--- config.mk ---
export PLATFORM = sky130hd
export DESIGN_NAME = section_time_profiler_top
export DESIGN_NICKNAME = d
export VERILOG_FILES = /design/src/sv/stp_pkg.sv /design/src/sv/stp_div.sv /design/src/sv/stp_ctrl.sv /design/src/sv/stp_dp.sv /design/src/sv/section_time_profiler_top.sv
export VERILOG_INCLUDE_DIRS = /design/src /design/src/sv
export SDC_FILE = /design/constraint.sdc
export NUM_CORES = 2
export LEC_CHECK = 0
export BUFFER_PORTS_ARGS = -buffer_cell sky130_fd_sc_hd__buf_2
export CAP_MARGIN = 20
export CELL_PAD_IN_SITES_DETAIL_PLACEMENT = 0
export CELL_PAD_IN_SITES_GLOBAL_PLACEMENT = 1
export CORE_MARGIN = 2
export CORE_UTILIZATION = 54
export DETAILED_ROUTE_END_ITERATION = 10
export PLACE_DENSITY = 0.87
export SETUP_SLACK_MARGIN = 0.05
export SYNTH_ARGS = -nofsm -noshare
export SYNTH_HDL_FRONTEND = slang
export SYNTH_SLANG_ARGS = --single-unit
--- constraint.sdc ---
create_clock -name clock -period 10.8 [get_ports clock]
set_input_delay 2.16 -clock clock [delete_from_list [all_inputs] [get_ports clock]]
set_output_delay 2.16 -clock clock [all_outputs]
set_load 0.05 [all_outputs]
--- src/sv/assert_macros.svh ---
// Assertion macros used by the top-level RTL file of the section time profiler
`ifndef ASSERT_MACROS_SVH
`define ASSERT_MACROS_SVH

// Same-cycle implication, sampled on the rising clock, off during reset
`define ASSERT_SAME(label, ante, cons, msg) \
   label: assert property (@(posedge clock) disable iff (reset) (ante) |-> (cons)) \
      else $error(msg);

// Next-cycle implication, sampled on the rising clock, off during reset
`define ASSERT_NEXT(label, ante, cons, msg) \
   label: assert property (@(posedge clock) disable iff (reset) (ante) |=> (cons)) \
      else $error(msg);

`endif

--- src/sv/stp_pkg.sv ---
// Types and constants of the section time profiler
`default_nettype none

package stp_pkg;

   // Event codes; codes five to seven are ignored
   typedef enum logic [2:0] {
      OP_START = 3'd0,
      OP_MARK  = 3'd1,
      OP_END   = 3'd2,
      OP_QUERY = 3'd3,
      OP_CLEAR = 3'd4
   } op_type;

   // Result status codes
   typedef enum logic [2:0] {
      ST_OK       = 3'd0,
      ST_BUSY     = 3'd1,
      ST_RANGE    = 3'd2,
      ST_OVERFLOW = 3'd3,
      ST_NORUNS   = 3'd4,
      ST_IDLE     = 3'd5
   } status_type;

   // Controller states
   typedef enum logic [1:0] {
      S_IDLE = 2'd0,
      S_READ = 2'd1,
      S_EXEC = 2'd2,
      S_DIV  = 2'd3
   } fsm_state_type;

   // Commands from controller to datapath
   typedef struct packed {
      logic capture;
      logic commit;
      logic div_start;
      logic finish;
   } dp_cmd_type;

   // Status from datapath to controller
   typedef struct packed {
      logic need_div;
      logic div_done;
   } dp_stat_type;

   localparam int DATA_W    = 32;
   localparam int DIV_CNT_W = 5;
   localparam logic [DIV_CNT_W-1:0] DIV_LAST = 5'd31;

endpackage

`default_nettype wire

--- src/sv/stp_div.sv ---
// Iterative restoring divider, one quotient bit per cycle
`default_nettype none

module stp_div import stp_pkg::*; (
   input  wire logic              clock,
   input  wire logic              reset,
   input  wire logic              start,
   input  wire logic [DATA_W-1:0] dividend,
   input  wire logic [DATA_W-1:0] divisor,
   output logic                   done,
   output logic [DATA_W-1:0]      quotient
);

   logic                 run_ff, run_in;
   logic                 done_ff, done_in;
   logic [DIV_CNT_W-1:0] cnt_ff, cnt_in;
   logic [DATA_W-1:0]    quo_ff, quo_in;
   logic [DATA_W-1:0]    rem_ff, rem_in;
   logic [DATA_W-1:0]    den_ff, den_in;
   logic [DATA_W:0]      shifted;
   logic [DATA_W:0]      diff;

   // Shift in the next dividend bit and try the subtract
   assign shifted = {rem_ff, quo_ff[DATA_W-1]};
   assign diff    = shifted - {1'b0, den_ff};

   always_comb begin
      run_in  = run_ff;
      done_in = 1'b0;
      cnt_in  = cnt_ff;
      quo_in  = quo_ff;
      rem_in  = rem_ff;
      den_in  = den_ff;
      if (start) begin
         run_in = 1'b1;
         cnt_in = '0;
         quo_in = dividend;
         rem_in = '0;
         den_in = divisor;
      end else if (run_ff) begin
         if (diff[DATA_W]) begin
            rem_in = shifted[DATA_W-1:0];
            quo_in = {quo_ff[DATA_W-2:0], 1'b0};
         end else begin
            rem_in = diff[DATA_W-1:0];
            quo_in = {quo_ff[DATA_W-2:0], 1'b1};
         end
         cnt_in = cnt_ff + 1'b1;
         if (cnt_ff == DIV_LAST) begin
            run_in  = 1'b0;
            done_in = 1'b1;
         end
      end
   end

   // Control flops
   always_ff @(posedge clock) begin
      if (reset) begin
         run_ff  <= 1'b0;
         done_ff <= 1'b0;
         cnt_ff  <= '0;
      end else begin
         run_ff  <= run_in;
         done_ff <= done_in;
         cnt_ff  <= cnt_in;
      end
   end

   // Operand flops
   always_ff @(posedge clock) begin
      quo_ff <= quo_in;
      rem_ff <= rem_in;
      den_ff <= den_in;
   end

   assign done     = done_ff;
   assign quotient = quo_ff;

endmodule

`default_nettype wire

--- src/sv/stp_ctrl.sv ---
// Controller state machine of the section time profiler
`default_nettype none

module stp_ctrl import stp_pkg::*; (
   input  wire logic        clock,
   input  wire logic        reset,
   input  wire logic        start,
   input  wire dp_stat_type stat,
   output logic             busy,
   output dp_cmd_type       cmd
);

   fsm_state_type state_ff, state_in;

   // Next state
   always_comb begin
      state_in = state_ff;
      case (state_ff)
         S_IDLE: begin
            if (start) state_in = S_READ;
         end
         S_READ: state_in = S_EXEC;
         S_EXEC: begin
            state_in = stat.need_div ? S_DIV : S_IDLE;
         end
         S_DIV: begin
            if (stat.div_done) state_in = S_IDLE;
         end
         default: state_in = S_IDLE;
      endcase
   end

   // Commands
   always_comb begin
      cmd  = '0;
      busy = 1'b1;
      case (state_ff)
         S_IDLE: begin
            busy        = 1'b0;
            cmd.capture = start;
         end
         S_READ: ;
         S_EXEC: begin
            cmd.commit    = 1'b1;
            cmd.div_start = stat.need_div;
            cmd.finish    = !stat.need_div;
         end
         S_DIV: begin
            cmd.finish = stat.div_done;
         end
         default: ;
      endcase
   end

   always_ff @(posedge clock) begin
      if (reset) begin
         state_ff <= S_IDLE;
      end else begin
         state_ff <= state_in;
      end
   end

endmodule

`default_nettype wire

--- src/sv/stp_dp.sv ---
// Datapath of the section time profiler: state, section memory, divider
`default_nettype none

module stp_dp import stp_pkg::*; #(
   parameter int MAX_SLOTS = 16
) (
   input  wire logic              clock,
   input  wire logic              reset,
   input  wire dp_cmd_type        cmd,
   output dp_stat_type            stat,
   input  wire logic [2:0]        req_opcode,
   input  wire logic [DATA_W-1:0] req_timestamp,
   input  wire logic [3:0]        req_query_index,
   output logic                   rsp_valid,
   output logic [2:0]             rsp_status,
   output logic [DATA_W-1:0]      rsp_avg_time,
   output logic [DATA_W-1:0]      rsp_max_time,
   output logic [3:0]             rsp_section_count
);

   localparam int AW  = $clog2(MAX_SLOTS);
   localparam int NSW = $clog2(MAX_SLOTS + 1);
   localparam int CW  = NSW + 4;

   // Captured transaction
   op_type            op_ff;
   logic [DATA_W-1:0] ts_ff;
   logic [3:0]        qi_ff;

   // Profiler state
   logic [DATA_W-1:0]    last_ff, last_in;
   logic [NSW-1:0]       next_ff, next_in;
   logic                 active_ff, active_in;
   logic [DATA_W-1:0]    runs_ff, runs_in;
   logic [MAX_SLOTS-1:0] valid_ff, valid_in;

   // Section memory
   logic [DATA_W-1:0] tot_mem [MAX_SLOTS];
   logic [DATA_W-1:0] pk_mem  [MAX_SLOTS];
   logic [DATA_W-1:0] rd_tot_ff, rd_pk_ff;
   logic              rd_valid_ff;
   logic [DATA_W-1:0] cur_tot, cur_pk;
   logic              mem_we;

   // Response
   logic              rsp_valid_ff;
   status_type        rsp_status_ff;
   logic [DATA_W-1:0] rsp_avg_ff, rsp_max_ff;
   logic [3:0]        rsp_count_ff;

   logic [CW-1:0]     sec_wide, qi_wide, rec_wide, rec_next_wide;
   logic [AW-1:0]     sec_addr, rd_addr;
   logic [DATA_W-1:0] dur, new_tot, new_pk;
   status_type        close_st, query_st, ev_st;
   logic              div_done;
   logic [DATA_W-1:0] quotient;

   // Capture the accepted transaction
   always_ff @(posedge clock) begin
      if (cmd.capture) begin
         op_ff <= op_type'(req_opcode);
         ts_ff <= req_timestamp;
         qi_ff <= req_query_index;
      end
   end

   // Address of the open section and of the queried section
   assign sec_wide = CW'(next_ff) - CW'(1);
   assign qi_wide  = CW'(qi_ff);
   assign rec_wide = (next_ff == '0) ? '0 : sec_wide;
   assign sec_addr = sec_wide[AW-1:0];
   assign rd_addr  = (op_ff == OP_QUERY) ? qi_wide[AW-1:0] : sec_addr;

   // Read the section memory; entries never written since clear read as zero
   always_ff @(posedge clock) begin
      rd_tot_ff   <= tot_mem[rd_addr];
      rd_pk_ff    <= pk_mem[rd_addr];
      rd_valid_ff <= valid_ff[rd_addr];
      if (mem_we) begin
         tot_mem[sec_addr] <= new_tot;
         pk_mem[sec_addr]  <= new_pk;
      end
   end

   assign cur_tot = rd_valid_ff ? rd_tot_ff : '0;
   assign cur_pk  = rd_valid_ff ? rd_pk_ff : '0;

   // Duration of the closing section
   assign dur     = ts_ff - last_ff;
   assign new_tot = cur_tot + dur;
   assign new_pk  = (dur > cur_pk) ? dur : cur_pk;

   // Status of a mark or end
   always_comb begin
      if (!active_ff) begin
         close_st = ST_IDLE;
      end else if (next_ff == '0 || next_ff >= NSW'(MAX_SLOTS)) begin
         close_st = ST_OVERFLOW;
      end else begin
         close_st = ST_OK;
      end
   end

   // Status of a query
   always_comb begin
      if (active_ff) begin
         query_st = ST_BUSY;
      end else if (qi_wide >= rec_wide || qi_wide >= CW'(MAX_SLOTS)) begin
         query_st = ST_RANGE;
      end else if (runs_ff == '0) begin
         query_st = ST_NORUNS;
      end else begin
         query_st = ST_OK;
      end
   end

   always_comb begin
      case (op_ff)
         OP_MARK:  ev_st = close_st;
         OP_END:   ev_st = close_st;
         OP_QUERY: ev_st = query_st;
         default:  ev_st = ST_OK;
      endcase
   end

   // Next profiler state on commit
   always_comb begin
      last_in   = last_ff;
      next_in   = next_ff;
      active_in = active_ff;
      runs_in   = runs_ff;
      valid_in  = valid_ff;
      mem_we    = 1'b0;
      if (cmd.commit) begin
         case (op_ff)
            OP_START: begin
               last_in   = ts_ff;
               next_in   = NSW'(1);
               active_in = 1'b1;
            end
            OP_MARK, OP_END: begin
               if (close_st == ST_OK) begin
                  mem_we             = 1'b1;
                  valid_in[sec_addr] = 1'b1;
                  last_in            = ts_ff;
                  next_in            = next_ff + 1'b1;
                  if (op_ff == OP_END) begin
                     runs_in   = runs_ff + 1'b1;
                     active_in = 1'b0;
                  end
               end
            end
            OP_CLEAR: begin
               last_in   = '0;
               next_in   = '0;
               active_in = 1'b0;
               runs_in   = '0;
               valid_in  = '0;
            end
            default: ;
         endcase
      end
   end

   always_ff @(posedge clock) begin
      if (reset) begin
         last_ff   <= '0;
         next_ff   <= '0;
         active_ff <= 1'b0;
         runs_ff   <= '0;
         valid_ff  <= '0;
      end else begin
         last_ff   <= last_in;
         next_ff   <= next_in;
         active_ff <= active_in;
         runs_ff   <= runs_in;
         valid_ff  <= valid_in;
      end
   end

   // Average: section total over completed runs
   stp_div u_div (
      .clock    (clock),
      .reset    (reset),
      .start    (cmd.div_start),
      .dividend (cur_tot),
      .divisor  (runs_ff),
      .done     (div_done),
      .quotient (quotient)
   );

   assign stat.need_div = (op_ff == OP_QUERY) && (query_st == ST_OK);
   assign stat.div_done = div_done;

   // Sections recorded after the event
   assign rec_next_wide = (next_in == '0) ? '0 : (CW'(next_in) - CW'(1));

   // Present the result for one cycle
   always_ff @(posedge clock) begin
      if (reset) begin
         rsp_valid_ff <= 1'b0;
      end else begin
         rsp_valid_ff <= cmd.finish;
      end
   end

   always_ff @(posedge clock) begin
      if (cmd.finish) begin
         rsp_status_ff <= ev_st;
         rsp_avg_ff    <= stat.need_div ? quotient : '0;
         rsp_max_ff    <= stat.need_div ? cur_pk : '0;
         rsp_count_ff  <= rec_next_wide[3:0];
      end
   end

   assign rsp_valid         = rsp_valid_ff;
   assign rsp_status        = rsp_status_ff;
   assign rsp_avg_time      = rsp_avg_ff;
   assign rsp_max_time      = rsp_max_ff;
   assign rsp_section_count = rsp_count_ff;

endmodule

`default_nettype wire

--- src/sv/section_time_profiler_top.sv ---
// Section time profiler: start, busy, one strobe per event, no backpressure.
// Start, mark, end, clear and failed queries pass through the read and execute states;
// the result strobe is registered after execute, and the next event is accepted in that cycle.
// A successful query adds a pass of the bit-serial 32-bit divider before the strobe.
// Synchronous reset clears the profile, run count and all section statistics.
`default_nettype none
`include "assert_macros.svh"

module section_time_profiler_top import stp_pkg::*; #(
   parameter int MAX_SLOTS = 16
) (
   input  wire logic              clock,
   input  wire logic              reset,
   input  wire logic              start,
   output logic                   busy,
   input  wire logic [2:0]        req_opcode,
   input  wire logic [DATA_W-1:0] req_timestamp,
   input  wire logic [3:0]        req_query_index,
   output logic                   rsp_valid,
   output logic [2:0]             rsp_status,
   output logic [DATA_W-1:0]      rsp_avg_time,
   output logic [DATA_W-1:0]      rsp_max_time,
   output logic [3:0]             rsp_section_count
);

   dp_cmd_type  cmd;
   dp_stat_type stat;

   // Sequence each transaction
   stp_ctrl u_ctrl (
      .clock (clock),
      .reset (reset),
      .start (start),
      .stat  (stat),
      .busy  (busy),
      .cmd   (cmd)
   );

   // Hold state and statistics, compute results
   stp_dp #(
      .MAX_SLOTS (MAX_SLOTS)
   ) u_dp (
      .clock             (clock),
      .reset             (reset),
      .cmd               (cmd),
      .stat              (stat),
      .req_opcode        (req_opcode),
      .req_timestamp     (req_timestamp),
      .req_query_index   (req_query_index),
      .rsp_valid         (rsp_valid),
      .rsp_status        (rsp_status),
      .rsp_avg_time      (rsp_avg_time),
      .rsp_max_time      (rsp_max_time),
      .rsp_section_count (rsp_section_count)
   );

   // Checks on sequencing and result contents
   `ASSERT_NEXT(a_accept_busy, start && !busy, busy, "accepted transaction did not raise busy")
   `ASSERT_SAME(a_rsp_idle, rsp_valid, !busy, "result strobe while a transaction is in flight")
   `ASSERT_NEXT(a_rsp_single, rsp_valid, !rsp_valid, "result strobe held for more than one cycle")
   `ASSERT_SAME(a_rsp_zero, rsp_valid && (rsp_status != ST_OK),
                (rsp_avg_time == '0) && (rsp_max_time == '0),
                "failed event returned nonzero statistics")

endmodule

`default_nettype wire
# After elaboration in Yosys (flattened, before gate mapping)
# Memory sizes are Yosys's and may differ from the RTL's. A register that Yosys moved wholly into a read port is not among the register bits.
# Cells that the tools add are included.
# word_totals
elab_cells	124
memories	2
mem_bits_rw	1024
out_inout_bits	73
reg_bits	303
# classes
mux	49
n_bitwise	2
n_lt_le_gt_ge	7
addsub	8
eq_ne	12
n_reduce_logical	23
# mem_list
memory	words	width	read_ports	rd_ports_with_merged_regs	write_ports	line	rtl
u_dp.pk_mem	16	32	1	1	1	stp_dp.sv:39	logic [DATA_W-1:0] pk_mem [MAX_SLOTS];
u_dp.tot_mem	16	32	1	1	1	stp_dp.sv:38	logic [DATA_W-1:0] tot_mem [MAX_SLOTS];
# op_table
op	n
$mux W32	9
$pmux W32 S3	1
$pmux W32 S2	1
$sub A33 B32 Y33	1
$add A32 B1 Y32 const B	1
$add A32 B32 Y32	1
$gt A32 B32 Y1	1
$logic_not A32 Y1	1
$pmux W16 S2	1
$sub A32 B32 Y32	1
$mux W1	16
$mux W16	1
$or A16 B16 Y16	1
$pmux W5 S3	1
$mux W3	4
$add A5 B1 Y5 const B	2
$logic_not A5 Y1	2
$lt A4 B5 Y1 const B	2
$mux W2	5
$mux W5	2
$ge A4 B9 Y1	1
$logic_not A3 Y1	3
$mux W9	1
$pmux W2 S4	1
other kinds (31)	41

# Logic depth before layout (Yosys ltp)
# logic_depth
word_depth	12
ltp_mapped	27
mapped_depth_nobuf	27

# Hierarchy
# Synthesis repeated with hierarchy kept, for this count alone.
# hier_totals
hier_cells	3676
hier_area_um2	58630.0
# modules_own_cells
module	cells_each	instances	area_each_um2	seq_area_each_um2
stp_dp	3073	1	52485.3	37095.6
stp_div	587	1	6029.5	2702.6
stp_ctrl	16	1	115.1	40.0

# Worst setup path after synthesis
# No wires, ideal clock.
# synth_timing
kind	flip-flop to flip-flop
from	reg u_dp.next_ff[0]
to	mem u_dp.pk_mem[3][0] (enable)
synth_period_minus_slack_ns	8.314
path_stages_with_launch	7
slack_ns	2.486
n_path_buf	1
t_arrival_ns	7.670
path_cell_list	dfxtp_1 -> clkbuf_1 -> inv_1 -> ha_1 -> a2111oi_2 -> nand2_1 -> nor4_1
# synth_between
elab_chain_len	10
elab_cells_between_ends	12
# synth_lines
element	line	rtl
start: declaration	stp_dp.sv:32	logic [NSW-1:0] next_ff, next_in;
start signal: assignment	stp_dp.sv:174	next_ff <= next_in;
$ge A5 B5 Y1 or $logic_not A5 Y1 (tied branches)	stp_dp.sv:97	end else if (next_ff == '0 || next_ff >= NSW'(MAX_SLOTS)) begin
$logic_or A1 B1 Y1	stp_dp.sv:97	
$mux W2	stp_dp.sv:97	
$mux W3	stp_dp.sv:95	if (!active_ff) begin
$logic_not A3 Y1	stp_dp.sv:142	if (close_st == ST_OK) begin
$mux W1	stp_dp.sv:142	
$mux W1	stp_dp.sv:135	case (op_ff)
$mux W1	stp_dp.sv:134	if (cmd.commit) begin
$mux W1	stp_dp.sv:79	if (mem_we) begin
$mux W1 (implied by the code)	stp_dp.sv:81	pk_mem[sec_addr] <= new_pk;
end: declaration	stp_dp.sv:39	
# Parallel ways exist; a longest one is shown, timed or not.

# Final worst setup path
# layout_timing
from	reg u_dp.ts_ff[7]
to	mem u_dp.tot_mem[0][30], data pin
# layout_between
elab_chain_len	2
# layout_lines
element	line	rtl
start: declaration	stp_dp.sv:27	logic [DATA_W-1:0] ts_ff;
start signal: assignment	stp_dp.sv:62	ts_ff <= req_timestamp;
$sub A32 B32 Y32	stp_dp.sv:89	assign dur = ts_ff - last_ff;
$add A32 B32 Y32	stp_dp.sv:90	assign new_tot = cur_tot + dur;
via u_dp.new_tot[30]	stp_dp.sv:53	logic [DATA_W-1:0] dur, new_tot, new_pk;
end: declaration	stp_dp.sv:38	
# The timed path passes the listed nets, and every way through them passes these cells.

==> results.sh <==
export IMPL_outcome="finished clean"
export IMPL_slew_viol_final=0
export IMPL_setup_viol=0
export IMPL_stdcell_area_mm2=0.06576
export IMPL_hold_path_class="reg2reg"
export IMPL_grt_setup_unrepaired="false"
export IMPL_syn_to_final_growth_pct=12.33
export IMPL_place_inst=5051
export IMPL_syn_nets=3817
export IMPL_pre_cts_slack_ps=4322
export IMPL_drv_cap=0
export IMPL_cts_buffers=143
export IMPL_synth_area_leaders="edfxtp_1, mux4_2, dfxtp_1"
export IMPL_die_area_mm2=0.1111
export IMPL_place_area_mm2=0.06090
export IMPL_syn_inst=3635
export IMPL_cts_max_level=4
export IMPL_path_common_cell="a21o_1"
export IMPL_largest_registers="u_dp.pk_mem x512, u_dp.tot_mem x512"
export IMPL_gr_total_overflow=0
export IMPL_ys_ff_latch=1391
export IMPL_wire_per_inst_um=26.58
export IMPL_synth_edff_count=1198
export IMPL_wl_um=141800
export IMPL_end_kind="flip-flop"
export IMPL_tns_ps=0
export IMPL_cp_buffers_inverters=0
export IMPL_rrSetupSlack_ps=4290
export IMPL_worstPathCellList="ha_1 > a21oi_1 > o21bai_1 > a211oi_1 > nand2_1 > a21o_1 > a21o_1 > a21o_1 > a21o_1 > a21o_1 > a21oi_1 > xnor2_1 > ha_1 > a21oi_1 > o21ai_0 > or3_1 > and3b_1 > o31a_1 > o311a_1 > o211ai_1 > nand2_1 > xor2_1"
export IMPL_yosysWarningCount=0
export IMPL_synth_distinct_cells=77
export IMPL_critPathArrivalTime_ps=6920
export IMPL_post_synth_top_area_cell="edfxtp_1"
export IMPL_drt_initial_drc_count=3895
export IMPL_netlist_area_mm2=0.05854
export IMPL_drc=0
export IMPL_synth_most_common_cell="edfxtp_1"
export IMPL_layoutNonFillerInstCount=5335
export IMPL_clock_fmax_ghz=0.1537
export IMPL_clockBufferDepth=3
export IMPL_final_nets=3991
export IMPL_hold_viol_final=0
export IMPL_core_rowCount=120
export IMPL_crit_path_max_incr_delay_ps=780
export IMPL_die_x_um=333.3
export IMPL_cp_start_kind="flip-flop"
export IMPL_clock_latency_ps=770
export IMPL_synth_top_cell_area_share=0.6145
export IMPL_cp_max_fo=16
export IMPL_viasPerCell=6.221
export IMPL_fin_skew_ps=29.51
export IMPL_cp_required_ps=11220
export IMPL_leakagePower_nw=23.40
export IMPL_setup_ws_ps=4293
export IMPL_clock_sinks=1391
export IMPL_avgSynthCellArea_um2=16.10
export IMPL_pin_count=115
export IMPL_relSlewSlack=0.2637
export IMPL_dp_hpwl_um=81130
export IMPL_async_flop_share=0
export IMPL_grt_pass1_wl_um=210100
export IMPL_ant_nets=0
export IMPL_antenna_found_initial=3
export IMPL_path_clk_slew_ps=60
export IMPL_tightestPinTransition_ps=1074
export IMPL_cts_root_buf="clkbuf_16"
export IMPL_cts_hold_buf=0
export IMPL_postCtsResizedCells=0
export IMPL_synth_ff_type="edfxtp_1"
export IMPL_cts_tree="yes"
export IMPL_synthTopCellsByCount="edfxtp_1, mux4_2, a21oi_1"
export IMPL_cts_setup_buffers=0
export IMPL_track_usage=0.2564
export IMPL_seq_area_frac_synth=0.6805
export IMPL_powerDensity_mw_per_mm2=187.8
export IMPL_period_minus_slack_ps=6507
export IMPL_vias=33190
export IMPL_io_buffers=114
export IMPL_first_global_vias=32500
export IMPL_drive_gt1_frac=0.1969
export IMPL_cp_top_family="compound AO/OA/AOI/OAI gates"
export IMPL_crit_type="reg2reg"
export IMPL_grt_max_degree=140
export IMPL_vdd_drop_max_mv=0.1666
export IMPL_die_h_um=333.3
export IMPL_core_region_area_mm2=0.1074
export IMPL_post_route_period_util=0.6025
export IMPL_drtPass1Iterations=5
export IMPL_start_util=0.5453
export IMPL_cpMaxStageDelayCell="xor2_1"
export IMPL_routabilityCongestion=0.8961
-- final timing paths --
kind	to	cells past startpoint	startpoint
max	u_dp.tot_mem[0][30]	22	u_dp.ts_ff[7]
min	u_dp.last_ff[6]	2	u_dp.last_ff[6]
max reg2reg	u_dp.tot_mem[0][30]	22	u_dp.ts_ff[7]
min reg2reg	u_dp.last_ff[6]	2	u_dp.last_ff[6]
-- logic make-up after synthesis --
| logic type | count (synthesis) | share of synthesized area |
|---|---|---|
| flops | 1391 | 0.6805 |
| fa+ha+maj | 142 | 0.03065 |
| buf+inv | 304 | 0.02114 |
| compound gates | 581 | 0.06128 |
| simple gates | 681 | 0.05893 |
| mux | 419 | 0.1300 |
| xor+xnor | 117 | 0.01751 |
-- tightest hold or removal path, cell delays in order (launching register included) --
cell and delay (ps):
dfxtp_1 310, nand2_1 50, a21oi_1 50
-- layout by cell type, fill, tap and decap left out, types with 23 or more instances in the layout --
master / count
dfxtp_1: 191
o21ai_0: 93
edfxtp_1: 1198
mux2_4: 24
clkbuf_16: 143
nor2_1: 158
nand2b_1: 24
mux4_2: 260
mux2i_1: 103
buf_4: 75
nand2_1: 134
and3_1: 23
a211oi_1: 74
a21o_1: 58
nand3_1: 63
mux2_2: 32
and2_1: 86
a21oi_1: 232
buf_2: 114
a31oi_1: 23
xor2_1: 55
xnor2_1: 61
inv_1: 136
clkbuf_1: 38
nor2b_1: 85
ha_1: 137
-- area by class of cell --
class | instances | area [um^2]
clock inverters | 74 | 842.1
inverters | 138 | 518.0
clock buffers | 192 | 3872
repair buffers | 195 | 1254
fillers | 7535 | 41600
flip-flops and latches | 1391 | 39840
multi-input cells | 1940 | 17670
well taps | 1403 | 1755
diodes | 2 | 5.005
-- metrics by stage --
stage	utilization	power (mW)	hold WS, ps
3_5_place_dp	0.5673	7.497	444.0
3_3_place_gp	0.5672	7.466	437.7
5_1_grt	0.6125	12.70	463.5
2_1_floorplan	-	7.136	431.5
6_report	0.6125	12.35	452.4
4_1_cts	0.6112	12.37	451.7
-- routing by layer --
layer  part of all wire  vias to the layer above  global-route usage
met2               0.47                     1629              0.4017
met3              0.096                      203             0.05035
met1               0.41                    16890              0.3683
met4              0.023                        0             0.07538
met5                  0                        -                   0
li1                   -                    14470                   -
-- report_power, final --
part | switching (mW) | internal [mW]
combinational | 0.790 | 0.410
clock | 2.12 | 2.80
sequential | 0.0460 | 6.18
total | 2.95 | 9.39
No activity file was read; power rests on OpenSTA's default activity.
